[src/sv/cssm_pkg.sv]
// Shared types and codes for the codepoint set and sequence matcher.
`default_nettype none
package cssm_pkg;

    localparam int CP_W = 21;

    localparam logic [1:0] OP_CLEAR = 2'd0;
    localparam logic [1:0] OP_RANGE = 2'd1;
    localparam logic [1:0] OP_PATTERN = 2'd2;
    localparam logic [1:0] OP_MATCH = 2'd3;

    localparam logic [1:0] ST_OK = 2'd0;
    localparam logic [1:0] ST_RANGE_FULL = 2'd1;
    localparam logic [1:0] ST_PATTERN_FULL = 2'd2;
    localparam logic [1:0] ST_TOO_LONG = 2'd3;

    typedef struct packed {
        logic latch;
        logic clear;
        logic exec_range;
        logic exec_pat;
        logic shift;
        logic r_read;
        logic r_cmp;
        logic l_read;
        logic p_next;
        logic k_start;
        logic e_read;
        logic e_cmp;
        logic finish;
        logic emit;
    } cmd_t;

    typedef struct packed {
        logic [1:0] op;
        logic       last;
        logic       range_more;
        logic       pat_more;
        logic       len_ok;
        logic       elem_eq;
        logic       elem_end;
        logic       out_free;
    } sts_t;

endpackage
`default_nettype wire

[src/sv/cssm_ctrl.sv]
// Sequencing state machine of the matcher.
`default_nettype none
module cssm_ctrl
(
    input  wire logic          clk,
    input  wire logic          rst_n,
    input  wire logic          item_valid,
    output logic               item_stall,
    input  wire cssm_pkg::sts_t sts,
    output cssm_pkg::cmd_t     cmd
);
    import cssm_pkg::*;

    localparam logic [3:0] S_IDLE = 4'd0;
    localparam logic [3:0] S_EXEC = 4'd1;
    localparam logic [3:0] S_RRD  = 4'd2;
    localparam logic [3:0] S_RCMP = 4'd3;
    localparam logic [3:0] S_PSEL = 4'd4;
    localparam logic [3:0] S_PCHK = 4'd5;
    localparam logic [3:0] S_ERD  = 4'd6;
    localparam logic [3:0] S_ECMP = 4'd7;
    localparam logic [3:0] S_FIN  = 4'd8;
    localparam logic [3:0] S_EMIT = 4'd9;

    logic [3:0] state_reg;
    logic [3:0] state_next;

    assign item_stall = (state_reg != S_IDLE);

    always_comb
    begin
        cmd = '0;
        state_next = state_reg;
        unique case (state_reg)
            S_IDLE:
            begin
                if (item_valid)
                begin
                    cmd.latch = 1'b1;
                    state_next = S_EXEC;
                end
            end
            S_EXEC:
            begin
                unique case (sts.op)
                    OP_CLEAR:
                    begin
                        cmd.clear = 1'b1;
                        state_next = S_IDLE;
                    end
                    OP_RANGE:
                    begin
                        cmd.exec_range = 1'b1;
                        state_next = S_EMIT;
                    end
                    OP_PATTERN:
                    begin
                        cmd.exec_pat = 1'b1;
                        state_next = sts.last ? S_EMIT : S_IDLE;
                    end
                    default:
                    begin
                        cmd.shift = 1'b1;
                        state_next = S_RRD;
                    end
                endcase
            end
            S_RRD:
            begin
                if (sts.range_more)
                begin
                    cmd.r_read = 1'b1;
                    state_next = S_RCMP;
                end
                else
                begin
                    state_next = S_PSEL;
                end
            end
            S_RCMP:
            begin
                cmd.r_cmp = 1'b1;
                state_next = S_RRD;
            end
            S_PSEL:
            begin
                if (sts.pat_more)
                begin
                    cmd.l_read = 1'b1;
                    state_next = S_PCHK;
                end
                else
                begin
                    state_next = S_FIN;
                end
            end
            S_PCHK:
            begin
                if (sts.len_ok)
                begin
                    cmd.k_start = 1'b1;
                    state_next = S_ERD;
                end
                else
                begin
                    cmd.p_next = 1'b1;
                    state_next = S_PSEL;
                end
            end
            S_ERD:
            begin
                cmd.e_read = 1'b1;
                state_next = S_ECMP;
            end
            S_ECMP:
            begin
                cmd.e_cmp = 1'b1;
                priority if (!sts.elem_eq || sts.elem_end)
                    state_next = S_PSEL;
                else
                    state_next = S_ERD;
            end
            S_FIN:
            begin
                if (sts.last)
                begin
                    cmd.finish = 1'b1;
                    state_next = S_EMIT;
                end
                else
                begin
                    state_next = S_IDLE;
                end
            end
            S_EMIT:
            begin
                if (sts.out_free)
                begin
                    cmd.emit = 1'b1;
                    state_next = S_IDLE;
                end
            end
            default:
            begin
                state_next = S_IDLE;
            end
        endcase
    end

    always_ff @(posedge clk or negedge rst_n)
    begin
        if (!rst_n)
            state_reg <= S_IDLE;
        else
            state_reg <= state_next;
    end

endmodule
`default_nettype wire

[config.mk]
export PLATFORM = sky130hd
export DESIGN_NAME = cssm_ctrl
export DESIGN_NICKNAME = d
export VERILOG_FILES = /design/src/sv/cssm_pkg.sv /design/src/sv/cssm_ctrl.sv
export SDC_FILE = /design/constraint.sdc
export NUM_CORES = 1
export LEC_CHECK = 0
export ABC_AREA = 1
export BUFFER_PORTS_ARGS = -buffer_cell sky130_fd_sc_hd__buf_2
export CORE_AREA = 2 2 39 41
export CTS_BUF_LIST = sky130_fd_sc_hd__clkbuf_4
export DETAILED_ROUTE_END_ITERATION = 6
export DIE_AREA = 0 0 41 43
export GPL_ROUTABILITY_DRIVEN = 0
export PLACE_DENSITY = 0.57
export REMOVE_ABC_BUFFERS = 1
export SYNTH_ARGS = -nofsm -noshare
export SYNTH_HDL_FRONTEND = slang
export SYNTH_SLANG_ARGS = --single-unit
[constraint.sdc]
create_clock -name clk -period 1.66 [get_ports clk]
set_clock_uncertainty 0.1 [all_clocks]
set_input_delay 0.498 -clock clk [delete_from_list [all_inputs] [get_ports clk]]
set_output_delay 0.498 -clock clk [all_outputs]
set_load 0.05 [all_outputs]
======== Yosys cells after proc, flatten, opt, wreduce, memory -nomap -nowiden ========
Cells that the tools add are included.
word-level totals
  register bits after elaboration ......... 4
  bits of input ports ..................... 12
  output and inout port bits .............. 15
  logic and storage cells ................. 51
operators by class
  eq/ne operators ......................... 13
  mux-type cells .......................... 30
  reduce and logical (&&, ||, !) cells .... 7
operators by type and width
  cell                count
  $pmux 4 s10         1
  $mux 4              5
  $mux 1              19
  $eq 4x3->1 const B  4
  $pmux 4 s3          1
  $eq 4x2->1 const B  2
  $eq 4x4->1 const B  2
  $mux 2              3
  $eq 4x1->1 const B  1
  $logic_not 4->1     1
  $ne 2x2->1 const B  2
  $reduce_bool 4->1   1
  $mux 3              1
  $reduce_or 3->1     1
  $eq 2x1->1 const B  1
  $eq 2x2->1 const B  1
  $logic_not 2->1     1
  $reduce_and 2->1    1
  $logic_not 1->1     1
  $logic_or 1x1->1    1

======== Longest topological paths before layout ========
  depth in word-level cells ............... 4
  gate-level depth with buffers ........... 8
  gate-level depth less buffers ........... 8

======== Worst setup path before layout ========
Ideal clock, no wire load.
  path type ............................... register to output
  start ................................... register state_reg[3]
  end ..................................... output port cmd[0] (netlist bit)
  arrival time ............................ 2.037 ns
  data required time ...................... 1.062 ns
  slack ................................... -0.975 ns
  stages on the path, launching flop included .. 3
  buffers on the path ..................... 0
  cells stage by stage .................... dfrtp_1 > inv_1 > nor4_1
RTL lines
  what                      RTL line          text
  start: declaration        cssm_ctrl.sv:25   logic [3:0] state_reg;
  start signal: assignment  cssm_ctrl.sv:155  state_reg <= state_next;
  end: declaration          cssm_ctrl.sv:10   output cssm_pkg::cmd_t cmd

==> metrics.cfg <==
[status]
status = finished with violations
violations = setup timing

[critical_path]
reg2reg_slack_ns = 0.15
cp.required_ns = 1.06
rr_worst_depth = 8
critPathLaunchType = flip-flop
crit_start = state_reg[3]
arrival_ns = 1.34
r2r_end = state_reg[1]
endpoint_kind = output pin
crit-reg2reg-launch = state_reg[1]
crit_path_end = cmd[5]
crit_path_max_fanout = 4
critical_path_class = flip-flop to output pin

[clock_tree]
cts_tree = built
clock_latency_ns = 0.24
root_buffer = clkbuf_4
numClockSinks = 4
htreeDepth = 1
cts.clk_slew.worst_paths_ns = 0.04
cts_made_buffers = 3
clockBufferDepth = 2

[route]
drtIter0Drc = 9
ant_nets = 0
routed_wl_mm = 1.49
vias = 598
remaining_drc_errors = 0
dr.pass1.iters = 4
routedWlPerCell_microns = 11.3
viasPerCell = 4.53

[floorplanning]
io_pins = 27
core-area_sq_um = 1380
row_count = 14
dieArea_sq_um = 1760
die_w_microns = 41
die_h_microns = 43
start_util_pct = 28.3

[pwr]
ir_drop_v = 0.00124
powerDensity_nw_per_um2 = 1550
p_switching_uw = 824
p_leak_uw = 0.000506
intPower_uw = 669
seq_power_share_pct = 12.7
swShare_pct = 55.2
clkPwrFrac_pct = 8.6
combinationalPowerShare_pct = 78.7

[global_route]
grt_max_degree = 6
groute.usage.overall_pct = 17.9
grt-ovfl-total = 0
first_global_vias = 548
grt_first_pass_wirelength_mm = 2.09
antenna_found_initial = 0

[layout]
utilization_pct = 69.5
area_growth_pct = 146
fin_nets = 130
drive_gt1_share_pct = 64.7
fin_cells = 132
diodes = 0
nFillCells = 110
largest_reg_flops = 4

[timing]
rsz0062_at_grt = true
max_freq_mhz = 515
max_slew.worst_pin.slew_ns = 0.274
finalSetupViolCount = 15
hold_ws_ns = 0.398
period_minus_slack_ns = 1.94
fin_setup_tns_ns = -3.29
worst_slew_margin_rel_pct = 81.7
drv_slew = 0
hold_viol = 0
min_period_over_period_pct = 117
layout_setup_ws_ns = -0.282

[placed_design]
place_inst = 126
io_buffers = 26
pre_cts_ws_ns = -0.130
dp_hpwl_microns = 976

[run]
maxCapViolations = 0

[hold_path]
hold_class = input port to flip-flop

[synthesis]
synth_seq_area_share_pct = 25.6
synth_area_sq_um = 392
yosys_warnings = 0
netlist_instances = 67
ys_types = 15
avgSynthCellArea_sq_um = 5.85
ys_ff_latch = 4

==> cells by family after synthesis <==
logic type	share of synthesized area (%)
buffers and inverters	15.3
and+or+nand+nor	51.8
DFF	25.6
AOI/OAI and AO/OA	7.35
==> metrics by stage <==
step / total power, uW / cell area [sq um]
after global routing: 1590 / 962
after floorplan: 714 / 392
after CTS: 1330 / 862
after global placement: 1020 / 669
after detailed placement: 1020 / 669
final: 1490 / 962
==> power groups by stage <==
stage          Sequential (uW)  Clock (uW)  Combinational (uW)
6_report                   190         128                1180
5_1_grt                    198         131                1260
4_1_cts                    177         132                1030
3_5_place_dp               170           0                 850
3_3_place_gp               170           0                 849
2_1_floorplan              171           0                 543
==> final cells by class <==
cell class	count	area, sq um	share of cell area [%]
Inverter	16	62.6	6.50
Timing Repair Buffer	46	389	40.4
Clock buffer	3	22.5	2.34
Sequential cell	4	101	10.5
Multi-Input combinational cell	47	367	38.1
Tap cell	16	20.0	2.08
==> repair_timing <==
action / CTS / global route
pin swaps: 6 / 3
gates resized for setup: 49 / 21
endpoints found under the setup margin: 15 / 15
setup buffers: 1 / 1
cloned: 0 / 0
hold endpoints to repair: 4 / 0
hold buffers: 1 / 0
==> critical path, stage by stage (launching register included) <==
cell and delay, ns:
dfrtp_1 0.40, buf_4 0.16, nor2_4 0.17, nand2_4 0.09
nor2_4 0.13, buf_8 0.15
==> cell usage in the layout, fill, tap and decap left out, drive strengths merged, types with 3 or more instances in the layout <==
| cell | count |
|---|---|
| buf | 45 |
| clkbuf | 3 |
| dfrtp | 4 |
| inv | 16 |
| nand2 | 14 |
| nand3 | 6 |
| nand3b | 3 |
| nor2 | 12 |
| nor3 | 5 |
| o21ai | 4 |
==> layer usage <==
metal  vias up  track usage (%)  wire [microns]
met3         2                0              46
met4         0             12.0              17
met5         -                0               0
li1        312                -               -
met1       264             20.8             580
met2        20             30.0             846
==> how the worst min path moves through the flow <==
stage	from	to	slack, ns	depth (start not counted)
finish	sts[5]	state_reg[2]	0.40	2
global route	sts[5]	state_reg[2]	0.41	2
CTS	sts[5]	state_reg[2]	0.38	2
detailed placement	rst_n	state_reg[3]	0.21	1
global placement	rst_n	state_reg[3]	0.20	1
floorplan	rst_n	state_reg[0]	0.10	0
==> Yosys cell counts <==
cell type | number | area, sq um
nand2_1 | 13 | 48.8
o2111ai_1 | 1 | 8.76
inv_1 | 15 | 56.3
nor4_1 | 1 | 6.26
inv_2 | 1 | 3.75
nor2_1 | 9 | 33.8
nand2_2 | 1 | 6.26
dfrtp_1 | 4 | 100
nor3_1 | 5 | 25.0
nor2_4 | 1 | 11.3
nand4_1 | 1 | 6.26
nand3_1 | 6 | 30.0
nand3b_1 | 3 | 22.5
nor2_2 | 2 | 12.5
o21ai_0 | 4 | 20.0
Note: power is estimated with default switching activity, not from simulation.
